### src/hw/rtl/scs_pkg.sv
// Shared types and constants for the stair climb sequencer.
// No dependencies; used by scs_cfg_regs, scs_core and the top level.
package scs_pkg;

  localparam int PITCH_W  = 13;
  localparam int LIMIT_W  = 16;
  localparam int TARGET_W = 24;
  localparam int STEP_W   = 16;
  localparam int CFF_W    = 14;
  localparam int SFF_W    = 15;
  localparam int MODE_W   = 3;
  localparam int INDEX_W  = 3;
  localparam int DATA_W   = 24;
  localparam int SUM_W    = TARGET_W + 2;

  typedef enum logic [1:0] {
    PH_WAIT = 2'd0,
    PH_ONE  = 2'd1,
    PH_TWO  = 2'd2
  } phase_t;

  typedef enum logic [MODE_W-1:0] {
    MODE_ZERO_FORCE = 3'd0,
    MODE_NO_FOLLOW  = 3'd1,
    MODE_FOLLOW_YAW = 3'd2,
    MODE_ROTATE     = 3'd3,
    MODE_REV_ROTATE = 3'd4
  } mode_t;

  localparam logic [INDEX_W-1:0] REG_RISE_PITCH    = 3'd0;
  localparam logic [INDEX_W-1:0] REG_LEVEL_PITCH   = 3'd1;
  localparam logic [INDEX_W-1:0] REG_FINISH_PITCH  = 3'd2;
  localparam logic [INDEX_W-1:0] REG_RISE_COUNT    = 3'd3;
  localparam logic [INDEX_W-1:0] REG_LEVEL_COUNT   = 3'd4;
  localparam logic [INDEX_W-1:0] REG_FINISH_COUNT  = 3'd5;
  localparam logic [INDEX_W-1:0] REG_STAGE2_TMO    = 3'd6;
  localparam logic [INDEX_W-1:0] REG_FULL_TRAVEL   = 3'd7;

  localparam logic signed [CFF_W-1:0] CFF_UP    = 14'sd8000;
  localparam logic signed [CFF_W-1:0] CFF_DOWN  = -14'sd8000;
  localparam logic signed [SFF_W-1:0] SFF_DOWN  = -15'sd10000;

  typedef struct packed {
    logic signed [PITCH_W-1:0] rise_pitch;
    logic signed [PITCH_W-1:0] level_pitch;
    logic signed [PITCH_W-1:0] finish_pitch;
    logic [LIMIT_W-1:0]        rise_count;
    logic [LIMIT_W-1:0]        level_count;
    logic [LIMIT_W-1:0]        finish_count;
    logic [LIMIT_W-1:0]        stage2_timeout;
    logic [TARGET_W-1:0]       full_travel;
  } cfg_t;

endpackage

### src/hw/rtl/stair_climb_sequencer.sv
// Stair climb sequencer top level: input register, handshake, config port.
// Depends on scs_pkg, scs_cfg_regs and scs_core.
//
//  channel  | handshake            | payload
//  ---------+----------------------+------------------------------------------
//  s_axis   | s_tvalid / s_tready  | s_tdata: mode, calibrated, pitch, step
//  m_axis   | m_tvalid / m_tready  | m_tdata: phase, target, current/speed ff
//  cfg      | cfg_valid/cfg_ready  | cfg_index, cfg_data
//
// One word per cycle sustained while m_tready is high; the input register feeds
// the state/result register, updated in a single pass. Reset loads register
// defaults and sets the phase to stage one; no clearing pass. With m_tready
// low the result holds, the input register fills and s_tready drops.
module stair_climb_sequencer #(
  parameter int COUNT_BITS = 16
) (
  input  logic                              clk,
  input  logic                              rst,
  input  logic                              s_tvalid,
  output logic                              s_tready,
  // [2:0] drive_mode, [3] calibrated, [16:4] pitch, [32:17] putter_step
  input  logic [39:0]                       s_tdata,
  output logic                              m_tvalid,
  input  logic                              m_tready,
  // [1:0] climb_phase, [25:2] putter_target, [39:26] current_ff,
  // [54:40] speed_ff
  output logic [55:0]                       m_tdata,
  input  logic                              cfg_valid,
  output logic                              cfg_ready,
  input  logic [scs_pkg::INDEX_W-1:0]       cfg_index,
  input  logic [scs_pkg::DATA_W-1:0]        cfg_data
);
  import scs_pkg::*;

  cfg_t                       cfg;
  logic                       in_valid;
  logic [MODE_W-1:0]          in_mode;
  logic                       in_cal;
  logic signed [PITCH_W-1:0]  in_pitch;
  logic signed [STEP_W-1:0]   in_step;
  logic                       adv;
  phase_t                     phase;
  logic [TARGET_W-1:0]        target;
  logic signed [CFF_W-1:0]    cur_ff;
  logic signed [SFF_W-1:0]    spd_ff;

  assign cfg_ready = 1'b1;
  assign adv       = in_valid && (!m_tvalid || m_tready);
  assign s_tready  = !in_valid || adv;

  always_ff @(posedge clk) begin
    if (rst) begin
      in_valid <= 1'b0;
    end else if (s_tready) begin
      in_valid <= s_tvalid;
    end
  end

  always_ff @(posedge clk) begin
    if (s_tready && s_tvalid) begin
      in_mode  <= s_tdata[2:0];
      in_cal   <= s_tdata[3];
      in_pitch <= s_tdata[16:4];
      in_step  <= s_tdata[32:17];
    end
  end

  always_ff @(posedge clk) begin
    if (rst) begin
      m_tvalid <= 1'b0;
    end else if (adv) begin
      m_tvalid <= 1'b1;
    end else if (m_tready) begin
      m_tvalid <= 1'b0;
    end
  end

  scs_cfg_regs u_cfg (
    .clk      (clk),
    .rst      (rst),
    .wr_en    (cfg_valid && cfg_ready),
    .wr_index (cfg_index),
    .wr_data  (cfg_data),
    .cfg      (cfg)
  );

  scs_core #(
    .COUNT_BITS (COUNT_BITS)
  ) u_core (
    .clk         (clk),
    .rst         (rst),
    .en          (adv),
    .mode        (in_mode),
    .calibrated  (in_cal),
    .pitch       (in_pitch),
    .putter_step (in_step),
    .cfg         (cfg),
    .phase       (phase),
    .target      (target),
    .cur_ff      (cur_ff),
    .spd_ff      (spd_ff)
  );

  assign m_tdata = {1'b0, spd_ff, cur_ff, target, phase};

endmodule

### src/hw/rtl/scs_cfg_regs.sv
// Configuration register file of the stair climb sequencer.
// Depends on scs_pkg.
module scs_cfg_regs (
  input  logic                         clk,
  input  logic                         rst,
  input  logic                         wr_en,
  input  logic [scs_pkg::INDEX_W-1:0]  wr_index,
  input  logic [scs_pkg::DATA_W-1:0]   wr_data,
  output scs_pkg::cfg_t                cfg
);
  import scs_pkg::*;

  always_ff @(posedge clk) begin
    if (rst) begin
      cfg.rise_pitch     <= 13'sd336;
      cfg.level_pitch    <= 13'sd64;
      cfg.finish_pitch   <= 13'sd16;
      cfg.rise_count     <= 16'd250;
      cfg.level_count    <= 16'd250;
      cfg.finish_count   <= 16'd250;
      cfg.stage2_timeout <= 16'd2500;
      cfg.full_travel    <= '0;
    end else if (wr_en) begin
      case (wr_index)
        REG_RISE_PITCH:   cfg.rise_pitch     <= wr_data[PITCH_W-1:0];
        REG_LEVEL_PITCH:  cfg.level_pitch    <= wr_data[PITCH_W-1:0];
        REG_FINISH_PITCH: cfg.finish_pitch   <= wr_data[PITCH_W-1:0];
        REG_RISE_COUNT:   cfg.rise_count     <= wr_data[LIMIT_W-1:0];
        REG_LEVEL_COUNT:  cfg.level_count    <= wr_data[LIMIT_W-1:0];
        REG_FINISH_COUNT: cfg.finish_count   <= wr_data[LIMIT_W-1:0];
        REG_STAGE2_TMO:   cfg.stage2_timeout <= wr_data[LIMIT_W-1:0];
        REG_FULL_TRAVEL:  cfg.full_travel    <= wr_data[TARGET_W-1:0];
        default: ;
      endcase
    end
  end

endmodule

### src/hw/rtl/scs_core.sv
// Climb phase machine, counters, putter target and feedforward state.
// The state registers double as the result register. Depends on scs_pkg.
module scs_core #(
  parameter int COUNT_BITS = 16
) (
  input  logic                               clk,
  input  logic                               rst,
  input  logic                               en,
  input  logic [scs_pkg::MODE_W-1:0]         mode,
  input  logic                               calibrated,
  input  logic signed [scs_pkg::PITCH_W-1:0] pitch,
  input  logic signed [scs_pkg::STEP_W-1:0]  putter_step,
  input  scs_pkg::cfg_t                      cfg,
  output scs_pkg::phase_t                    phase,
  output logic [scs_pkg::TARGET_W-1:0]       target,
  output logic signed [scs_pkg::CFF_W-1:0]   cur_ff,
  output logic signed [scs_pkg::SFF_W-1:0]   spd_ff
);
  import scs_pkg::*;

  localparam int CMP_W = (COUNT_BITS > LIMIT_W) ? COUNT_BITS : LIMIT_W;

  logic [COUNT_BITS-1:0]     qcount, qcount_next;
  logic [COUNT_BITS-1:0]     tcount, tcount_next;
  phase_t                    phase_next;
  logic [TARGET_W-1:0]       target_next;
  logic signed [CFF_W-1:0]   cur_ff_next;
  logic signed [SFF_W-1:0]   spd_ff_next;
  logic signed [SUM_W-1:0]   tgt;
  logic signed [SUM_W-1:0]   full_ext;
  logic                      hit;
  logic [CMP_W-1:0]          limit;
  logic                      done;

  always_comb begin
    phase_next  = phase;
    qcount_next = qcount;
    tcount_next = tcount;
    cur_ff_next = cur_ff;
    spd_ff_next = spd_ff;
    tgt         = signed'({2'b00, target});
    full_ext    = signed'({2'b00, cfg.full_travel});
    hit         = 1'b0;
    limit       = '0;
    done        = 1'b0;

    if (mode == MODE_ZERO_FORCE || !calibrated) begin
      phase_next  = PH_WAIT;
      qcount_next = '0;
      tcount_next = '0;
      cur_ff_next = '0;
      spd_ff_next = '0;
    end

    if (mode inside {MODE_NO_FOLLOW, MODE_ROTATE, MODE_REV_ROTATE}) begin
      tgt = '0;
    end else if (mode == MODE_FOLLOW_YAW) begin
      tgt = tgt + SUM_W'(putter_step);
    end

    if (mode != MODE_FOLLOW_YAW) begin
      phase_next  = PH_WAIT;
      qcount_next = '0;
      tcount_next = '0;
      cur_ff_next = '0;
      spd_ff_next = '0;
    end else begin
      case (phase_next)
        PH_WAIT: begin
          hit         = pitch > cfg.rise_pitch;
          qcount_next = hit ? qcount_next + 1'b1 : '0;
          limit       = CMP_W'(cfg.rise_count);
          if (CMP_W'(qcount_next) >= limit) begin
            phase_next  = PH_ONE;
            qcount_next = '0;
            tgt         = full_ext;
            cur_ff_next = CFF_UP;
          end
        end
        PH_ONE: begin
          hit         = pitch < cfg.level_pitch;
          qcount_next = hit ? qcount_next + 1'b1 : '0;
          limit       = CMP_W'(cfg.level_count);
          if (CMP_W'(qcount_next) >= limit) begin
            phase_next  = PH_TWO;
            qcount_next = '0;
            tgt         = '0;
            cur_ff_next = CFF_DOWN;
            spd_ff_next = SFF_DOWN;
          end
        end
        default: begin
          hit         = pitch < cfg.finish_pitch;
          qcount_next = hit ? qcount_next + 1'b1 : '0;
          tcount_next = tcount_next + 1'b1;
          limit       = CMP_W'(cfg.finish_count);
          done        = (CMP_W'(qcount_next) >= limit) ||
                        (CMP_W'(tcount_next) >= CMP_W'(cfg.stage2_timeout));
          if (done) begin
            phase_next  = PH_WAIT;
            qcount_next = '0;
            tcount_next = '0;
            cur_ff_next = '0;
            spd_ff_next = '0;
            tgt         = '0;
          end
        end
      endcase
    end

    if (tgt < 0) begin
      target_next = '0;
    end else if (tgt > full_ext) begin
      target_next = cfg.full_travel;
    end else begin
      target_next = tgt[TARGET_W-1:0];
    end
  end

  always_ff @(posedge clk) begin
    if (rst) begin
      phase  <= PH_ONE;
      qcount <= '0;
      tcount <= '0;
      target <= '0;
      cur_ff <= '0;
      spd_ff <= '0;
    end else if (en) begin
      phase  <= phase_next;
      qcount <= qcount_next;
      tcount <= tcount_next;
      target <= target_next;
      cur_ff <= cur_ff_next;
      spd_ff <= spd_ff_next;
    end
  end

endmodule

### config.mk
export PLATFORM = sky130hd
export DESIGN_NAME = stair_climb_sequencer
export DESIGN_NICKNAME = d
export VERILOG_FILES = /design/src/hw/rtl/scs_pkg.sv /design/src/hw/rtl/stair_climb_sequencer.sv /design/src/hw/rtl/scs_cfg_regs.sv /design/src/hw/rtl/scs_core.sv
export SDC_FILE = /design/constraint.sdc
export NUM_CORES = 1
export LEC_CHECK = 0
export ABC_AREA = 1
export BUFFER_PORTS_ARGS = -buffer_cell sky130_fd_sc_hd__buf_2
export CORE_MARGIN = 3
export CORE_UTILIZATION = 45
export DETAILED_ROUTE_END_ITERATION = 6
export HOLD_SLACK_MARGIN = 0.02
export SLEW_MARGIN = 15
export SYNTH_ARGS = -nofsm -noshare
export SYNTH_HDL_FRONTEND = slang
export SYNTH_SLANG_ARGS = --single-unit
### constraint.sdc
create_clock -name clk -period 6.4 [get_ports clk]
set_input_delay 1.6 -clock clk [delete_from_list [all_inputs] [get_ports clk]]
set_output_delay 1.6 -clock clk [all_outputs]
set_load 0.1 [all_outputs]
# Word level (Yosys, flattened, before mapping)
# Cells that the tools add are included.
# W data, S select, Z words.
[classes]
add_sub_neg = 3
magnitude_cmp = 9
eq_ne = 13
mux = 41
reduce_logical = 23
[op_table]
columns = ["op", "n"]
rows = [
  ["$mux W16", 12],
  ["$mux W26", 6],
  ["$mux W14", 5],
  ["$ge A16 B16 Y1", 4],
  ["$mux W15", 4],
  ["$pmux W26 S2", 1],
  ["$mux W24", 2],
  ["$add A16 B1 Y16 const B", 2],
  ["$pmux W16 S2", 1],
  ["$pmux W15 S2", 1],
  ["$pmux W14 S2", 1],
  ["$add A25 B16 Y26", 1],
  ["$gt A26 B25 Y1", 1],
  ["$lt A13 B13 Y1", 2],
  ["$lt A26 B1 Y1 const B", 1],
  ["$reduce_and A2 Y1", 8],
  ["$eq A3 B3 Y1 const B", 5],
  ["$gt A13 B13 Y1", 1],
  ["$eq A3 B2 Y1 const B", 4],
  ["$mux W2", 5],
  ["$eq A3 B1 Y1 const B", 2],
  ["$logic_not A3 Y1", 2],
  ["$logic_or A1 B1 Y1", 4],
  ["$pmux W2 S2", 1],
  ["9 further kinds", 13],
]
[totals]
ff_bits = 249
input_bits = 72
out_inout_bits = 59
word_cells = 109

# Longest topological paths before layout
[depth]
word_depth = 13
depth_mapped = 51
mapped_depth_nobuf = 48

# By module
# Synthesis repeated with hierarchy kept, for this count alone.
[hier_totals]
cells_unflattened = 2631
hier_area_um2 = 17053.9
[by_module_without_submodules]
columns = ["module", "n_inst", "cells_each", "area_each_um2", "seq_area_each_um2"]
rows = [
  ["scs_core", 1, 1879, 11068.1, 1741.7],
  ["scs_cfg_regs", 1, 703, 4880.9, 2542.4],
  ["stair_climb_sequencer", 1, 49, 1104.8, 1031.0],
]

# Worst setup path after synthesis
# No wires, ideal clock.
[synth_timing]
path_kind = "reg2reg"
from = "register in_mode[1]"
to = "register u_core.target[18] in the netlist's numbering"
setup_time_ns = 0.132
t_arrival_ns = 4.945
required_ns = 6.268
path_slack_ns = 1.323
path_stages_with_launch = 49
n_path_buf = 4
period_less_slack_ns = 5.077
cell_sequence = "edfxtp_1 > nor2_4 > nand2_2 > nand2_4 > buf_6 > buf_2 > nor2_1 > ha_1 > nand3_2 > nor2_2 > nand2_2 > nor2_2 > nand2_2 > nor3_2 > nand2_1 > xor2_1 > inv_2 > ha_1 > [... 13 more ...] > inv_1 > ha_1 > nand2_1 > inv_1 > nand3_1 > nor3_1 > nand2_1 > nand2_1 > nand2_1 > nand2_1 > nand2_1 > nand2_1 > nand2_1 > nand2_4 > buf_2 > nand3_1 > nand3_1 > a21oi_1"
[synth_via]
elab_chain_cells = 13
elab_cells_between_ends = 34
classes_between = "add/sub (2); order compare (6); eq/ne (6); mux (15); reduce/logical (5)"
[synth_lines]
columns = ["item", "line_no", "source"]
rows = [
  ["start, declared", "stair_climb_sequencer.sv:37", "logic [MODE_W-1:0] in_mode;"],
  ["start signal, assigned", "stair_climb_sequencer.sv:61", "in_mode <= s_tdata[2:0];"],
  ["$logic_not A3 Y1", "scs_core.sv:47", "if (mode == MODE_ZERO_FORCE || !calibrated) begin"],
  ["$logic_or A1 B1 Y1", "scs_core.sv:47", ""],
  ["$mux W16", "scs_core.sv:47", ""],
  ["$add A16 B1 Y16", "scs_core.sv:71, scs_core.sv:82, scs_core.sv:94", ""],
  ["$mux W16", "scs_core.sv:94", "qcount_next = hit ? qcount_next + 1'b1 : '0;"],
  ["$ge A16 B16 Y1", "scs_core.sv:97", "done = (CMP_W'(qcount_next) >= limit) ||"],
  ["$logic_or A1 B1 Y1", "scs_core.sv:97", ""],
  ["$mux W26", "scs_core.sv:99", "if (done) begin"],
  ["$pmux W26 S2", "scs_core.sv:68", "case (phase_next)"],
  ["$mux W26 (*)", "scs_core.sv:61", "if (mode != MODE_FOLLOW_YAW) begin"],
  ["$gt A26 B25 Y1", "scs_core.sv:113", "end else if (tgt > full_ext) begin"],
  ["$mux W24", "scs_core.sv:113", ""],
  ["$mux W24 (*)", "scs_core.sv:111", "if (tgt < 0) begin"],
  ["end signal, assigned", "scs_core.sv:132", "target <= target_next;"],
  ["end, declared", "scs_core.sv:15", "output logic [scs_pkg::TARGET_W-1:0] target,"],
]
# Mark *: on every way between the ends. The rest lies on a longest branch, timed or not.
# A chain may end at the register's enable or synchronous reset.

# Worst setup path after layout
[layout_timing]
from = "register in_mode[2]"
to = "register u_core.target[8] in the netlist's numbering"
# The elaborated chain is that of the path after synthesis.

==> out/summary.txt <==
internal power summed over all cells -> 3.07 mW
status -> finished clean
vias in the first global route -> 14.6k
Compound-Gate Fraction of Synth Area -> 15.8%
initial core utilization -> 46.0%
IR drop worst, VDD -> 195 uV
signal arrival time at the worst endpoint -> 6260 ps
wire length after detailed routing -> 51.5 mm
portion of netlist area occupied by mux cells -> 0%
fraction of registers with async set or reset after synthesis -> 0%
Pre-Repair DR Iteration Count -> 6
antenna violations before repair -> 3
CTS hold repair buffers -> 0
largest clock skew in the final design -> 12.2 ps
required time of the worst setup path -> 6810 ps
core box area -> 0.0358 sq mm
Clk Latency, worst-skew pair -> 570 ps
synthesis-stage register bit count -> 249
slowest CP cell -> edfxtp_1
die outline height -> 197 um
number of pins with negative max-slew slack in the final report -> 0
number of synthesis warnings -> 0
worst-case reg-to-reg path depth -> 38
top achievable clock speed -> 171 MHz
wire length on met1 -> 23.4 mm
Antenna Violating Nets Remaining -> 0
PnR Total Power -> 4.67 mW
cell seen most often among critical-path stages -> nand2_1
relative slew slack -> 36.0%
total congestion overflow after global routing -> 0
number of instances in the synthesized netlist -> 2,450
XOR/XNOR share of the synthesized area -> 1.60%
first-pass GRT wire length -> 79.6 mm
row count -> 69
full die area -> 0.0389 sq mm
number of nets in the final layout -> 2,795
top layer used by detailed routing -> met4
largest family of logic cells by synthesized area -> simple AND/OR/NAND/NOR gates
worst setup path start -> in_mode[2]$_DFFE_PP_
crit-path max FO -> 32
launch instance of the worst register-to-register path -> in_mode[2]$_DFFE_PP_
DR WL/cell -> 16.8 um
number of synthesized flops with an enable pin -> 33
sequential share of the synthesized area -> 32.3%
# H-tree levels -> 1
Met3 Wirelength -> 3.15 mm
P_leak -> 9.24 nW
DIE WIDTH -> 197 um
fill cell total of the finished layout -> 3,630
sw frac -> 34.3%
post-synthesis net count -> 2,675
First DRT Iteration DRCs -> 1,039
gp weighted congestion -> 0.966
type of the worst setup path -> reg -> reg
maximum number of pins on one net before global-route repair -> 72
Final setup violation count -> 0
Post-Syn Area per Cell -> 6.72 sq um
setup repair after global routing missed its margin -> false
max_cap viols -> 0
root buffer selected by CTS -> clkbuf_16
setup TNS -> 0 ps
Yosys cell types -> 51
Worst Hold Class -> reg -> reg
Max clock buf depth -> 3
sink count of the clock tree -> 249
proportion of power drawn by the clock network -> 37.0%
power per unit of standard cell area -> 250 mW/mm^2
Area growth syn-to-layout -> 13.6%
ratio of final minimum period to clock period -> 91.5%
detailed-route vias per instance -> 5.24
time the final worst path needs with I/O delays and setup -> 5850 ps
via count -> 16.0k
Worst Hold Path Cells -> 2
final hold viol count -> 0
summed instance area of the synthesized netlist -> 0.0165 sq mm
part of the power in combinational logic -> 26.4%
power share of the sequential group -> 36.6%
count of buffers added by post-CTS timing repair for setup -> 0
total clock buffers created by CTS -> 30
basic-gate share of the synthesized area counting and, or, nand and nor cells -> 27.5%
total of cells resized after clock tree synthesis -> 0
stage delay of the slowest cell on the critical path -> 350 ps
number of placed I/O pins -> 131
clock-pin transition on the worst setup and hold timing paths -> 60 ps
remaining design rule violation count -> 0
slew of the pin with the lowest slew margin -> 957 ps
total routing resource utilization after global routing -> 25.7%
main flop type after synthesis -> dfxtp_1
metal2 WL -> 23.6 mm
adder and majority gate portion of the synthesized area -> 11.7%
Hold Crit Start -> u_core.cur_ff[5]$_SDFFE_PP0P_
Net Switching -> 1.60 mW
Detailed Place HPWL -> 38.6 mm
fraction of layout instances using a drive strength above 1 -> 11.4%
kind of start point of the critical path -> register
crit path capture type -> register
clock tree from TritonCTS -> built
count of port buffers added during placement -> 121
[synthesized netlist by cell type (all sizes together), types with 2 or more instances]
master / number / area (sq um)
nand3: 135 / 706
a211oi: 2 / 15.0
xnor2: 2 / 17.5
o21a: 3 / 22.5
nand2: 630 / 2410
nor3: 20 / 148
nand4: 28 / 190
clkbuf: 58 / 218
o21bai: 6 / 45.0
or2: 9 / 56.3
a22oi: 5 / 37.5
edfxtp: 33 / 991
inv: 378 / 1420
clkinv: 2 / 7.51
dfxtp: 216 / 4320
o21ai: 158 / 795
xor2: 28 / 245
nor4: 3 / 18.8
o31ai: 2 / 15.0
conb: 2 / 7.51
and3: 2 / 12.5
a21boi: 3 / 33.8
nor2: 231 / 925
nand3b: 7 / 52.6
o22ai: 3 / 18.8
a21oi: 259 / 1300
buf: 29 / 185
a31oi: 4 / 25.0
ha: 152 / 1900
o211ai: 33 / 248
o2111ai: 3 / 26.3
[through the flow]
stage | setup WS (ps) | instance area, sq um | util, % | cells | hold WS, ps
finish | 546 | 18700 | 52.2 | 3055 | 439
CTS | 426 | 18700 | 52.2 | 3054 | 442
global route | 18.9 | 18700 | 52.2 | 3054 | 461
detailed placement | 463 | 17700 | 49.4 | 2999 | 433
global placement | 539 | 17700 | 49.4 | 2999 | 428
floorplan | 1320 | 16500 | - | 2450 | 435
[area by class of cell]
cell class / count / area (sq um) / area share [%]
Multi-Input combinational cell: 1734 / 9330 / 49.9
Tap cell: 461 / 577 / 3.08
Clock inverter: 13 / 116 / 0.622
Clock buffer: 42 / 888 / 4.75
Antenna cell: 1 / 2.50 / 0.0134
Inverter: 380 / 1430 / 7.66
Timing Repair Buffer: 175 / 1050 / 5.60
Sequential cell: 249 / 5320 / 28.4
[critical path, delay by kind of cell, from the launching register on]
family          cells  cell delay [ps]
xor+xnor            1              280
simple gates       24             3020
flops               1              350
buf+inv             7              970
compound gates      4              550
fa+ha+maj           2              510
[per-layer routing]
metal  global-route usage, %  vias to the layer above
li1                        -                     8158
met1                    35.8                     7340
met2                    42.3                      434
met3                    3.38                       73
met4                    7.02                        0
met5                       0                        -
[kinds of logic after synthesis]
kind of cell	count (synthesis)
compound gates	483
flops	249
buf+inv	467
fa+ha+maj	153
other cells	2
simple gates	1066
xor+xnor	30
[worst paths after layout]
kind / end / slack [ps]
worst max-delay path: u_core.target[8]$_SDFFE_PP0P_ / 550
worst min-delay path: u_core.cur_ff[5]$_SDFFE_PP0P_ / 440
worst max register to register: u_core.target[8]$_SDFFE_PP0P_ / 550
worst min register to register: u_core.cur_ff[5]$_SDFFE_PP0P_ / 440
[power by group through the flow]
stage | logic, mW | clock network [mW] | registers [mW]
after global placement | 1.21 | 0 | 1.74
after CTS | 1.23 | 1.77 | 1.71
after detailed placement | 1.22 | 0 | 1.74
after global routing | 1.37 | 1.84 | 1.72
after floorplan | 0.714 | 0 | 1.89
final | 1.23 | 1.73 | 1.71
[flip-flops by register name, summed over array words and instances (netlist names)]
name and count:
in_cal 1, m_tvalid 1, u_core.spd_ff 15, u_core.cur_ff 14, in_valid 1, in_pitch 13
in_step 16, u_core.phase 2, u_cfg.cfg 127, u_core.qcount 16, in_mode 3, u_core.target 24
u_core.tcount 16
[cells in the final DEF, fill, tap and decap left out, types with 4 or more instances in the layout]
cell	count
ha_1	152
inv_1	371
edfxtp_1	33
o211ai_1	33
a31oi_1	4
dfxtp_1	216
buf_4	51
inv_2	5
xor2_1	28
nor3_1	13
nand3b_1	7
nand3_2	6
clkbuf_16	32
nand2_1	613
nand3_1	129
o21ai_0	157
clkbuf_1	5
buf_2	121
clkbuf_8	5
a22oi_1	5
clkinv_2	11
nor2_1	213
o21bai_1	6
nor2_2	15
a21oi_1	257
or2_2	9
nor3_2	5
nand4_1	27
nand2_2	14
(Power assumes the default switching activity.)
